<file path="config.mk">
export PLATFORM = sky130hd
export DESIGN_NAME = sgbs_isqrt
export DESIGN_NICKNAME = d
export VERILOG_FILES = /design/src/design/sgbs_isqrt.sv
export SDC_FILE = /design/constraint.sdc
export NUM_CORES = 1
export LEC_CHECK = 0
export BUFFER_PORTS_ARGS = -buffer_cell sky130_fd_sc_hd__buf_2
export CELL_PAD_IN_SITES_DETAIL_PLACEMENT = 0
export CELL_PAD_IN_SITES_GLOBAL_PLACEMENT = 2
export CORE_UTILIZATION = 37
export CTS_CLUSTER_DIAMETER = 100
export DETAILED_ROUTE_END_ITERATION = 16
export PLACE_DENSITY = 0.84
export SLEW_MARGIN = 20
export SYNTH_ARGS = -nofsm -noshare
export SYNTH_HDL_FRONTEND = slang
export SYNTH_SLANG_ARGS = --single-unit
</file>
<file path="constraint.sdc">
create_clock -name clk_i -period 6.5 [get_ports clk_i]
set_clock_uncertainty 0.2 [all_clocks]
set_input_delay 1.95 -clock clk_i [delete_from_list [all_inputs] [get_ports clk_i]]
set_output_delay 1.95 -clock clk_i [all_outputs]
set_load 0.02 [all_outputs]
</file>
<file path="src/design/sgbs_isqrt.sv">
// Bit-serial integer square root of (sq_i << 32), one result bit per cycle.
// No package dependencies.
`timescale 1ns / 1ps
module sgbs_isqrt (
  input  logic        clk_i,
  input  logic        rst_ni,
  input  logic        start_i,
  input  logic [31:0] sq_i,
  output logic        busy_o,
  output logic [31:0] root_o
);

  logic        run_q;
  logic [63:0] n_q, res_q, bit_q, trial;
  logic        ge;

  assign trial = res_q + bit_q;
  assign ge    = (n_q >= trial);

  always_ff @(posedge clk_i or negedge rst_ni) begin
    if (!rst_ni) begin
      run_q <= 1'b0;
    end else if (start_i) begin
      run_q <= 1'b1;
    end else if (run_q && (bit_q == '0)) begin
      run_q <= 1'b0;
    end
  end

  always_ff @(posedge clk_i) begin
    if (start_i) begin
      n_q   <= {sq_i, 32'h0};
      res_q <= '0;
      bit_q <= 64'h4000_0000_0000_0000;
    end else if (run_q && (bit_q != '0)) begin
      if (ge) begin
        n_q   <= n_q - trial;
        res_q <= (res_q >> 1) + bit_q;
      end else begin
        res_q <= res_q >> 1;
      end
      bit_q <= bit_q >> 2;
    end
  end

  assign busy_o = run_q;
  assign root_o = res_q[31:0];

endmodule

</file>
==> key figures <==
Run status
  • Outcome: completed

STA
  • RSZ-0062 raised after global routing: false
  • Worst-Margin Slew: just under 900 ps
  • Setup total negative slack: 0 ps
  • Slew headroom: 0.411
  • Max Clk Rate: 165 MHz
  • Final Setup Violations: 0
  • Crit path time final: 6040 ps
  • Tcrit/Tclk final: 0.930
  • Final hold vios: 0
  • Final Max Tran Viols: 0

Routing
  • Vias post-DR: around 15000
  • Vias per cell: 5.81
  • Post-DRT Antenna Nets: 0
  • DR DRC count: 0
  • DRT Wirelength: 48000 um
  • WL/cell: between 15 and 20 um
  • Iter 0 DRT Violations: 1473
  • Drt pass-1 iters: 5

Floorplan
  • Ports: slightly below 70
  • Area of the core: 39900 um^2
  • Die width: 204 um
  • Area of the die: 41600 um^2
  • Die Y: around 200 um
  • Site Rows: 73
  • Initial Utilization: 0.378

Clocking
  • # H-tree levels: 4
  • CTS Hold Bufs: 0
  • TritonCTS clock tree: yes
  • CTS sink cnt: 161
  • Clock transition at path regs: 70 ps
  • Total CTS buffers: 17
  • Clk_lat worst skew: 470 ps
  • Max clock buf depth: 2
  • CTS Root Cell: clkbuf_16

Global routing
  • Largest net degree at the start of global routing: 102
  • GRT Residual Overflow: 0
  • First-pass GRT wire length: roughly 77000 um
  • Initial antenna violation count: 0
  • GRT Util Overall: 0.234
  • Vias in the first global route: about 13000

Critical path
  • Max FO, Critical Path: 50
  • Cell with the largest stage delay on the worst path: a211oi_1
  • Worst reg2reg path depth: 21
  • WP buf/inv: 1
  • Startpoint Class: flop
  • Crit-path cells: ha_1 -> ha_1 -> a211oi_2 -> nor4_1 -> o2111ai_1 -> a21oi_1 -> o21ai_0 -> nand2_1 -> a31oi_1 -> o21ai_0 -> xnor2_1 -> ha_1 -> nand2_1 -> nor2_1 -> a211o_1 -> and3_1 -> a211oi_1 -> o31a_2 -> buf_12 -> o21ai_0 -> a221oi_1
  • Flop2flop setup slack: 460 ps
  • Largest stage delay on the critical path: around 430 ps
  • Crit. End Element: flop
  • RR Endpoint: res_q[6]
  • Kind of critical path: reg -> reg
  • Crit-path leading delay family: compound AO/OA/AOI/OAI gates
  • Critical Path AT: 6180 ps
  • Critical path data required time: between 6000 and 7000 ps
  • Reg2reg start: bit_q[0]

Final layout
  • Antenna cells: 0
  • Area grow syn2layout: 8.08%
  • Final net count: roughly 2200
  • Ratio of cells with drive above 1 in the final layout: 0.0860
  • Fin util: 0.408
  • Fill count: 4102

Yosys
  • Number of flops mapped to enable cells by yosys: 32
  • Syn_area_per_cell: 7.38 um^2
  • Asr flop ratio synth: 0.00621
  • Mapped Area: 15100 um^2
  • Flops & latches, synth: around 160
  • Post-synth cell types: 79
  • YS warnings: 0
  • Most common flop cell mapped by yosys: dfxtp_1
  • Cell count after synthesis: 2044
  • Post-synthesis sequential area ratio: 0.235
  • Syn Nets: 2210

Min path
  • Hold Path Class: reg -> reg
  • Hold Crit Depth: 2
  • Hold endpoint: n_q[17]
  • Worst hold start: n_q[17]

Pwr
  • Worst VDD drop: 0.000390 V
  • Static Leak: 6.35 nW
  • Power density over the cells: between 500 and 600 nW/um^2

Place
  • HPWL after DPL: around 36000 um
  • Final GP Congestion: 0.910
  • Port-buffer cells: 67

Flow run
  • Number of max-cap violations: 0
==> cells in the mapped netlist, types with 17 or more instances <==
cell type / instances / area, um^2
nor2_1: 166 / 623
a31oi_1: 63 / 394
nand4_1: 51 / 319
edfxtp_1: 32 / 961
dfxtp_1: 128 / 2560
xnor2_1: 80 / 701
ha_1: 130 / 1630
a311oi_1: 18 / 158
xor2_1: 81 / 709
and3_1: 18 / 113
a21o_1: 39 / 293
nor2b_1: 18 / 113
inv_1: 48 / 180
a31o_2: 17 / 149
buf_4: 32 / 240
a211oi_1: 53 / 398
nand2_1: 311 / 1170
o21bai_1: 28 / 210
clkbuf_1: 122 / 458
nor3_1: 31 / 155
o21ai_0: 124 / 621
nand3_1: 28 / 140
a21oi_1: 197 / 986
==> layer usage <==
metal  part of all wire  wire length (um)  vias up  global-route usage
met5                  0                 0        -                   0
met4              0.015               740        0              0.0636
met3              0.050              2410       39              0.0279
met2               0.40             19400      427               0.326
met1               0.53             25400     6922               0.369
li1                   -                 -     7344                   -
==> cell usage in the layout, fill, tap and decap left out, drive strengths merged, types with 8 or more instances in the layout <==
master	n
o211ai	15
a21oi	197
and2	17
nor4	14
inv	55
nor3	32
a21boi	13
buf	96
a311oi	18
nand2	311
ha	130
dfxtp	128
o31ai	13
a21o	39
xor2	81
a31o	17
nand4	51
o21a	8
and4	8
nor2b	18
a211oi	54
o21ai	130
or3	15
o21bai	28
and3	18
nor2	166
clkbuf	18
nand2b	16
xnor2	80
edfxtp	32
a31oi	64
nand3	28
==> repair_timing <==
action / CTS / global route
gates resized for setup: 0 / 12
endpoints found under the setup margin: 0 / 157
setup buffers: 0 / 1
==> logic make-up after synthesis <==
logic type / count (synthesis) / share of synthesized area
and+or+nand+nor: 710 / 0.214
AOI/OAI and AO/OA: 666 / 0.284
buffers and inverters: 209 / 0.0603
xor gates and xnor gates: 161 / 0.0935
DFF: 161 / 0.235
adders and majority gates: 131 / 0.109
muxes: 6 / 0.00407
==> worst min-delay path, stage by stage (launching register included) <==
cell     delay, ps
dfxtp_1        320
nand2_1         50
a21oi_1         50
==> final cells by class <==
cell class	count	area, um^2	share of cell area
inverter	48	180	0.0111
tap	525	657	0.0403
sequential	161	3550	0.218
clock buffer	18	450	0.0276
multi-input combinational	1674	10700	0.656
clock inverter	14	164	0.0101
timing repair buffer	96	597	0.0366
==> stage by stage <==
stage                     instance area, um^2  power (mW)  hold WS, ps  std cells  worst slack, ps
final                                   16300        8.96          259       2536              456
after global routing                    16300        9.75          277       2536             33.9
after CTS                               16200        8.92          259       2535             70.9
after detailed placement                15600        7.78          249       2503             92.9
after global placement                  15600        7.80          244       2503              135
after floorplan                         15100        6.25          232       2044              764
==> report_power, final <==
group	internal, mW	switching, mW
Clock	0.601	0.490
Sequential	1.39	0.431
Combinational	2.29	3.76
==> worst max-delay path by stage <==
stage / startpoint / to / slack [ps] / cells after the start
5_1_grt: res_q[2] / res_q[6] / 30 / 21
3_5_place_dp: res_q[2] / res_q[57] / 90 / 23
3_3_place_gp: res_q[2] / res_q[57] / 130 / 23
6_report: bit_q[0] / res_q[6] / 460 / 21
4_1_cts: res_q[2] / res_q[57] / 70 / 23
2_1_floorplan: res_q[2] / n_q[32] / 760 / 22
==> flip-flops by register name, indices dropped and copies added (netlist names) <==
register	flops
busy_o	1
res_q	64
bit_q	32
n_q	64
Power figures use the tool's default switching activity.
