===== src/design/sgbs_ram.sv =====
// Generic single-port synchronous RAM with registered read.
// No dependencies.
`timescale 1ns / 1ps
module sgbs_ram #(
  parameter int WIDTH = 8,
  parameter int DEPTH = 16,
  localparam int AW = (DEPTH > 1) ? $clog2(DEPTH) : 1
) (
  input  logic             clk_i,
  input  logic             we_i,
  input  logic [AW-1:0]    addr_i,
  input  logic [WIDTH-1:0] wdata_i,
  output logic [WIDTH-1:0] rdata_o
);

  logic [WIDTH-1:0] mem_q [DEPTH];
  logic [WIDTH-1:0] rdata_q;

  always_ff @(posedge clk_i) begin
    if (we_i) begin
      mem_q[addr_i] <= wdata_i;
    end
    rdata_q <= mem_q[addr_i];
  end

  assign rdata_o = rdata_q;

endmodule


===== config.mk =====
export PLATFORM = sky130hd
export DESIGN_NAME = sgbs_ram
export DESIGN_NICKNAME = d
export VERILOG_FILES = /design/src/design/sgbs_ram.sv
export SDC_FILE = /design/constraint.sdc
export NUM_CORES = 1
export LEC_CHECK = 0
export ABC_AREA = 0
export BUFFER_PORTS_ARGS = -buffer_cell sky130_fd_sc_hd__buf_2
export CORE_ASPECT_RATIO = 0.6
export CORE_MARGIN = 2
export CORE_UTILIZATION = 55
export DETAILED_ROUTE_END_ITERATION = 7
export PLACE_DENSITY = 0.83
export RECOVER_POWER = 50
export SLEW_MARGIN = 40
export SYNTH_ARGS = -nofsm -noshare
export SYNTH_HDL_FRONTEND = slang
export SYNTH_SLANG_ARGS = --single-unit

===== constraint.sdc =====
create_clock -name clk_i -period 2 [get_ports clk_i]
set_input_delay 0.1 -clock clk_i [delete_from_list [all_inputs] [get_ports clk_i]]
set_output_delay 0.1 -clock clk_i [all_outputs]
set_load 0.1 [all_outputs]

==> summary.md, run 1 <==
| Metric | Value |
|---|---|
| Fin. max-slew vios | 0 |
| Leak | 2.043 nW |
| TritonCTS Buffers | 17 |
| Total die area | ~10000 sq um |
| Clk buf depth | 2 |
| R2r startpoint | mem_q[10][5] |
| Maxcap violations | 0 |
| Clock power frac | 47.5% |
| Vias in the first global route | about 2600 |
| Synth area leader | edfxtp_1 |
| Post-synth EDFFs | 128 |
| Hold-fix buffers, CTS | 0 |
| Final cycle utilization of the critical path | about 76% |
| Final Util | between 60% and 70% |
| Status | complete, no violations |
| Critical Path RT | 2.13 ns |
| Post-CTS setup repair buffer count | 0 |
| Largest net degree at the start of global routing | 40 |
| Nets | 299 |
| Crit end category | flop |
| R2r worst-path depth | 3 |
| Switch Pwr | 1.417 mW |
| Post-synthesis sequential area ratio | 79.01% |
| CP endpoint | mem_q[5][4] |
| Synth-to-Final Area Change | 20.12% |
| Worst R2R End | rdata_o[5] |
| Count of input and output buffers | 21 |
| Post-CTS Resized | 0 |
| Worst slew margin | 51.05% |
| Synth top area share | between 70% and 80% |
| Clock sink count | 136 |
| VDD IR-drop max | 0.8264 mV |
| Post-Syn Nets | 244 |
| Sw frac | between 20% and 30% |
| Final setup fails | 0 |
| Routed length per placed instance | 23.80 microns |
| Flop pwr share | a little under half |
| Synthesized instance count | 230 |
| Final-report hold violation count | 0 |
| Final Skew | 0.009452 ns |
| Final worst setup slack | 0.4834 ns |
| Post-route setup TNS | 0 ns |
| Drc violations | 0 |
| Reg2reg setup slack | 0.69 ns |
| F_max | 659.4 MHz |
| Crit path time final | 1.517 ns |
| Synthesized cell area | 5067 sq um |
| Synth area leaders | edfxtp_1 (76%), mux4_2 (14%), dfxtp_1 (3.2%) |
| Asr flop ratio synth | 0% |
| N_diodes | 0 |
| Core Rows | 27 |
| First-pass GRT wire length | between 15000 and 20000 microns |
| Final ANT Viol Nets | 0 |
| Setup Slack @ Placement | 0.2766 ns |
| Initial DRC count | about 320 |
| Worst min path class | in2reg |
| Comb power frac | 6.2% |
| GRT Resource Usage Total | 22.04% |
| Vias | 2472 |
| H-tree depth | 4 |
| Critical path data arrival time | 1.65 ns |
| Cell Pwr Density | 1139 nW/um^2 |
| Reg clk slew, reported paths | around 0.060 ns |
| Setup crit start kind | input port |
| Ys flop type | edfxtp_1 |
| Pint | between 5 and 6 mW |
| I/O Pins | 22 |
| Root buffer selected by CTS | clkbuf_16 |
| Initial Util | 55.97% |
| Kind of critical path | in2reg |
| RePlAce Congestion | ~0.80 |
| Syn. warnings | 0 |
| CTS tree | built |
| RSZ-0062 raised after global routing | no |
| Final WL | 9852 microns |
| Chip Height | approximately 78 microns |
| Synthesized flop and latch total | 136 |
| CP Launch Point | addr_i[0] |
| Worst slew pin tran | 0.7327 ns |
| Share of layout cells above drive strength 1 | 32.55% |
| Die width | 127.9 microns |
| Yosys cell types | 18 |
| Grt total ovfl | 0 |
| Core box area | 9054 sq um |
| Initial antenna violation count | 0 |
| Most common cell in the netlist | edfxtp_1 |
| Dpl hpwl | 6278 microns |
| DR pass1 iterations | 5 |
| Top post-synthesis cells by count | edfxtp_1 (128), mux4_2 (32), a22oi_1 (16) |
| Mean Syn Cell Area | approximately 22 sq um |
| CP max FO | 12 |
| Clock Latency Late Sink | around 0.42 ns |
| DR vias/cell | 5.971 |
-- area by class of cell --
class	instances	area (sq um)
clock buffer	22	484.2
clock inverter	10	146.4
tap	116	145.1
fill	576	2967
timing repair buffer	47	304.0
multi-input combinational	83	1003
sequential	136	4004
-- cells by family (layout without fill, tap and decap cells) --
logic type | count (synthesis) | count (layout) | synth area share, %
DFF | 136 | 136 | 79.01
AOI/OAI and AO/OA | 16 | 16 | 2.370
muxes | 32 | 32 | 14.22
buffers and inverters | 11 | 79 | 1.185
and+or+nand+nor | 35 | 35 | 3.210
-- cell usage in the layout, fill, tap and decap left out, types with 4 or more instances in the layout --
cell type,n
nand2_1,9
a22oi_1,16
clkbuf_8,4
clkbuf_16,17
mux4_2,32
clkbuf_1,12
buf_4,21
dfxtp_1,8
nor2_1,13
bufinv_16,4
edfxtp_1,128
buf_2,13
nor3_1,4
-- how the worst min path moves through the flow --
| stage | startpoint | to | slack, ns | cells after the start |
|---|---|---|---|---|
| 3_5_place_dp | wdata_i[2] | mem_q[15][2] | 0.50 | 1 |
| 4_1_cts | wdata_i[2] | mem_q[5][2] | 0.05 | 1 |
| 5_1_grt | wdata_i[3] | mem_q[8][3] | 0.23 | 1 |
| 2_1_floorplan | wdata_i[0] | mem_q[0][0] | 0.20 | 0 |
| 3_3_place_gp | wdata_i[2] | mem_q[15][2] | 0.49 | 1 |
| 6_report | wdata_i[5] | mem_q[4][5] | 0.22 | 1 |
-- stage by stage --
step / instance area (sq um) / hold WS (ns) / cells / total power, mW
4_1_cts: 6108 / 0.05461 / 414 / 6.987
3_5_place_dp: 5478 / 0.4967 / 382 / 3.707
3_3_place_gp: 5478 / 0.4866 / 382 / 3.692
6_report: 6087 / 0.2161 / 414 / 6.934
2_1_floorplan: 5067 / 0.1989 / 230 / 3.563
5_1_grt: 6087 / 0.2308 / 414 / 7.127
-- sequential cells by signal, indices dropped and copies added (netlist names) --
name / flops
mem_q: 128
rdata_o: 8
-- worst max-delay path, cell delays in order --
cell and delay [ns]:
buf_2 0.36, clkbuf_1 0.28, clkbuf_1 0.27, nand2b_1 0.17, nor2_1 0.27, buf_4 0.20
-- routing by layer --
| metal | GRT usage (%) | wire (microns) | up-vias |
|---|---|---|---|
| met5 | 0 | 0 | - |
| li1 | - | - | 1075 |
| met1 | 31.64 | 4543 | 1299 |
| met2 | 32.30 | 4566 | 87 |
| met4 | 6.264 | 69 | 0 |
| met3 | 8.180 | 673 | 11 |
-- power by group through the flow --
stage | Combinational (mW) | Clock [mW] | Sequential [mW]
4_1_cts | 0.440 | 3.33 | 3.21
3_3_place_gp | 0.427 | 0 | 3.27
6_report | 0.432 | 3.29 | 3.21
2_1_floorplan | 0.164 | 0 | 3.40
5_1_grt | 0.456 | 3.46 | 3.22
3_5_place_dp | 0.438 | 0 | 3.27
Note: power is estimated with default switching activity, not from simulation.
==> inputs of run 2 (changes only) <==
clock period = 1.57 ns   (was 2 ns; I/O delays follow)
==> summary.md, run 2 (synthesis gave the netlist of run 1 again) <==
| Metric | Value |
|---|---|
| N_diodes | 0 |
| Met3 wire length | 519 microns |
| Final Skew | 0.003875 ns |
| RePlAce Congestion | 0.7647 |
| Initial DRC count | 315 |
| Cell family with most CP delay | multiplexers |
| Hold-fix buffers, CTS | 0 |
| Total die area | about 10000 sq um |
| Worst slew pin tran | 0.7201 ns |
| WL met1 | 4637 microns |
| Leak | 2.064 nW |
| Crit end category | flop |
| Chip Height | about 80 microns |
| Clock sink count | about 140 |
| Post-CTS Resized | 0 |
| Hold_sp | wdata_i[2] |
| Crit path time final | 1.340 ns |
| Grt total ovfl | 0 |
| Initial Util | 55.97% |
| CP Launch Point | mem_q[11][0] |
| Final cycle utilization of the critical path | 85.36% |
| TritonCTS Buffers | 17 |
| Largest reg by FF count | mem_q |
| Core box area | 9054 sq um |
| Reg clk slew, reported paths | 0.05 ns |
| Hold_ws | roughly 0.18 ns |
| Drc violations | 0 |
| Setup crit start kind | flop |
| Fin. max-slew vios | 0 |
| H-tree depth | 4 |
| First-pass GRT wire length | 14680 microns |
| Final-report hold violation count | 0 |
| Share of layout cells above drive strength 1 | 33.33% |
| Critical Path RT | 1.86 ns |
| Top routing layer in use | met4 |
| Status | complete, no violations |
| I/O Pins | 22 |
| Met2 Wirelength | 4437 microns |
| RSZ-0062 raised after global routing | no |
| Post-CTS setup repair buffer count | 0 |
| Most frequent cells in the layout | edfxtp_1 (128), mux4_2 (32), buf_4 (30) |
| Register area | 4004 sq um |
| DR pass1 iterations | 4 |
| Vias | between 2000 and 2500 |
| Count of input and output buffers | 21 |
| Final setup fails | 0 |
| Worst-path cell with the longest stage delay | mux4_2 |
| Final WL | 9673 microns |
| GRT Resource Usage Total | 21.38% |
| Nets | 307 |
| VDD IR-drop max | between 1 and 1.5 mV |
| Cell Pwr Density | 1407 nW/um^2 |
| Clk buf depth | 2 |
| Worst slew margin | 51.99% |
| Routed length per placed instance | 22.92 microns |
| Final ANT Viol Nets | 0 |
| Die width | 127.9 microns |
| Core Rows | 27 |
| Worst-path cell chain | mux4_2 > a22oi_1 > nand2_1 |
| Post-route setup TNS | 0 ns |
| Initial antenna violation count | 0 |
| Clock Latency Late Sink | between 0.4 and 0.5 ns |
| Kind of critical path | reg2reg |
| Critical path data arrival time | roughly 1.6 ns |
| Delay of the slowest critical-path stage | between 0.4 and 0.5 ns |
| WP buf/inv | 0 |
| Multi-input logic area | 1008 sq um |
| Most common cell after layout, fill and taps aside | edfxtp_1 |
| Maxcap violations | 0 |
| CTS tree | built |
| Fillers | 589 |
| F_max | 746.2 MHz |
| R2r startpoint | mem_q[11][0] |
| Largest register FFs | 128 |
| Synth-to-Final Area Change | 20.67% |
| DR vias/cell | between 5 and 6 |
| Worst min path class | in2reg |
| Vias in the first global route | 2491 |
| Dpl hpwl | 6465 microns |
| Largest net degree at the start of global routing | 17 |
| CP max FO | 1 |
| Root buffer selected by CTS | clkbuf_16 |
[run 2: cell type report]
| class | count | share of cell area [%] |
|---|---|---|
| Tap cell | 116 | 2.374 |
| Sequential cell | 136 | 65.48 |
| Clock inverter | 14 | 2.640 |
| Timing Repair Buffer | 55 | 5.996 |
| Clock buffer | 18 | 7.019 |
| Multi-Input combinational cell | 83 | 16.49 |
[run 2: final timing paths]
check | to | slack (ns) | cells past startpoint
setup / recovery | rdata_o[0] | 0.23 | 3
setup reg to reg | rdata_o[0] | 0.23 | 3
hold reg to reg | rdata_o[1] | 0.66 | 3
hold / removal | mem_q[7][2] | 0.18 | 1
[run 2: stage by stage]
step           area [sq um]  std cells  power (mW)  util (%)  setup WS (ns)
6_report               6115        422       8.606     67.54         0.2299
3_5_place_dp           5543        390       4.729     61.22         0.1271
3_3_place_gp           5543        390       4.711     61.22         0.1316
4_1_cts                6133        422       8.664     67.74         0.2172
5_1_grt                6115        422       8.833     67.54         0.1727
2_1_floorplan          5072        230       4.539         -        0.05340
[run 2: routing by layer]
layer | vias to the layer above | track usage (%)
li1 | 1090 | -
met1 | 1281 | 32.09
met2 | 80 | 30.11
met3 | 6 | 6.476
met4 | 0 | 7.912
met5 | - | 0
[run 2: worst reg2reg max path, cell delays in order, from the launching register on]
cell and delay [ns]:
edfxtp_1 0.38, mux4_2 0.48, a22oi_1 0.27, nand2_1 0.09
[run 2: where the power goes]
group | switching, mW | internal (mW)
registers | 0.0294 | 4.06
logic | 0.387 | 0.173
clock network | 1.35 | 2.60
total | 1.77 | 6.84
==> inputs of run 3 (changes only) <==
CORE_UTILIZATION = 54   (was 55)
PLACE_DENSITY = 0.85   (was 0.83)
clock period = 1.11 ns   (was 1.57 ns; I/O delays follow)
==> summary.md, run 3 (synthesis gave the netlist of run 1 again) <==
| Metric | Value |
|---|---|
| Status | finished, violations left |
| Failing checks | negative setup slack |
| Reg clk slew, reported paths | 0.06 ns |
| Crit path time final | roughly 1.3 ns |
| Post-route setup TNS | -1.131 ns |
| Final Util | between 70% and 80% |
| Nets | 312 |
| Clock Latency Late Sink | between 0.4 and 0.5 ns |
| Dpl hpwl | just under 7000 microns |
| CP Launch Point | mem_q[3][5] |
| DR pass1 iterations | 4 |
| CTS tree | built |
| Count of input and output buffers | 21 |
| Clk buf depth | 2 |
| Grt total ovfl | 0 |
| Final cycle utilization of the critical path | 118.5% |
| Final Skew | 0.008065 ns |
| Final ANT Viol Nets | 0 |
| Core Rows | 27 |
| VDD IR-drop max | 1.236 mV |
| Final-report hold violation count | 0 |
| Worst hold endpoint | mem_q[3][3] |
| TritonCTS Buffers | 17 |
| RSZ-0062 raised after global routing | yes |
| Worst slew pin tran | 0.7698 ns |
| Total die area | 10200 sq um |
| Sw frac | roughly 23% |
| Setup crit start kind | flop |
| Flop pwr share | around 49% |
| Worst R2R End | rdata_o[5] |
| Synth-to-Final Area Change | 28.20% |
| Largest net degree at the start of global routing | 19 |
| Register area | 4004 sq um |
| Vias in the first global route | 2676 |
| Die width | approximately 130 microns |
| Hold-fix buffers, CTS | 0 |
| DR vias/cell | 5.773 |
| Drc violations | 0 |
| Hold_sp | wdata_i[3] |
| CP max FO | 1 |
| Kind of critical path | reg2reg |
| Clock power frac | a little over two fifths |
| Initial DRC count | between 200 and 300 |
| H-tree depth | 4 |
| Largest reg by FF count | mem_q |
| Post-CTS setup repair buffer count | 0 |
| Final setup fails | 9 |
| Most frequent cells in the layout | edfxtp_1 (128), mux4_2 (32), buf_4 (28) |
| Root buffer selected by CTS | clkbuf_16 |
| Multi-input logic area | 1169 sq um |
| RePlAce Congestion | 0.8478 |
| Initial Util | a little under three fifths |
| GRT Resource Usage Total | a little under a quarter |
| Cell Pwr Density | ~1800 nW/um^2 |
| Maxcap violations | 0 |
| Routed length per placed instance | 23.71 microns |
| Largest register FFs | 128 |
| Worst min path class | in2reg |
| Clock sink count | 136 |
| Critical path data arrival time | between 1.5 and 2 ns |
| R2r worst-path depth | 3 |
| I/O Pins | 22 |
| Pint | 9.233 mW |
| Initial antenna violation count | 1 |
| First-pass GRT wire length | 15930 microns |
| Final WL | roughly 10000 microns |
| Share of layout cells above drive strength 1 | 44.84% |
| R2r startpoint | mem_q[3][5] |
| Final worst setup slack | -0.2051 ns |
| Fillers | 549 |
| Vias | between 2000 and 3000 |
| Chip Height | 79.04 microns |
| Most common cell after layout, fill and taps aside | edfxtp_1 |
| F_max | 760.4 MHz |
| Fin. max-slew vios | 0 |
| Core box area | 9155 sq um |
| Worst slew margin | roughly half |
| Hold Path Depth | 1 |
| Comb power frac | 8.3% |
| Crit end category | flop |
| Critical Path RT | roughly 1.4 ns |
| Leak | 2.140 nW |
| Switch Pwr | roughly 2.7 mW |
| Reg2reg setup slack | -0.21 ns |
==> run 3: cell count changes in the layout (fill, tap and decap cells not counted), sizes merged <==
cell,before,now
buf,44,50
bufinv,4,1
clkinv,10,7
clkinvlp,0,3
diode,0,1
inv,0,1
==> run 3: power groups by stage <==
| stage | registers (mW) | clock network [mW] | logic (mW) |
|---|---|---|---|
| 5_1_grt | 5.81 | 5.39 | 1.04 |
| 4_1_cts | 5.80 | 5.20 | 1.00 |
| 3_3_place_gp | 5.90 | 0 | 0.927 |
| 6_report | 5.80 | 5.13 | 0.987 |
| 2_1_floorplan | 6.12 | 0 | 0.351 |
| 3_5_place_dp | 5.90 | 0 | 0.955 |
==> run 3: final cells by class <==
cell class / instances / share of cell area (%)
Antenna cell: 1 / 0.03852
Clock buffer: 19 / 6.818
Sequential cell: 136 / 61.63
Tap cell: 130 / 2.504
Timing Repair Buffer: 60 / 9.418
Multi-Input combinational cell: 83 / 17.99
Clock inverter: 12 / 1.599
==> run 3: repair_timing <==
item                                    CTS  global route
endpoints found under the hold margin     0             0
resized for setup                        14             0
pin swaps                                 1             0
endpoints found under the setup margin   12             9
==> run 3: how the worst max path moves through the flow <==
stage             endpoint  slack [ns]  cells past startpoint
2_1_floorplan  mem_q[4][0]       -0.08                      2
3_5_place_dp    rdata_o[1]       -0.33                      5
4_1_cts         rdata_o[5]       -0.21                      3
6_report        rdata_o[5]       -0.21                      3
5_1_grt         rdata_o[5]       -0.24                      3
3_3_place_gp    rdata_o[1]       -0.29                      5
==> run 3: critical path: stages, from the launching register on <==
cell,delay [ns]
edfxtp_1,0.37
mux4_2,0.50
a22oi_2,0.24
nand2_1,0.09
==> run 3: per-layer routing <==
layer | GRT usage (%) | up-vias | share of wire, %
li1 | - | 1108 | -
met5 | 0 | - | 0
met2 | 33.76 | 112 | 47
met3 | 8.693 | 14 | 11
met1 | 32.30 | 1312 | 41
met4 | 8.913 | 0 | 1.5
==> run 3: per-stage QoR <==
stage / hold slack (ns) / instances / instance area, sq um / power, mW / setup slack, ns
floorplan: 0.1544 / 230 / 5236 / 6.474 / -0.08415
global placement: 0.4255 / 409 / 5916 / 6.824 / -0.2892
detailed placement: 0.4530 / 409 / 5916 / 6.858 / -0.3288
CTS: 0.007313 / 440 / 6518 / 12.01 / -0.2122
global route: 0.1746 / 440 / 6494 / 12.24 / -0.2433
finish: 0.1618 / 441 / 6496 / 11.92 / -0.2051
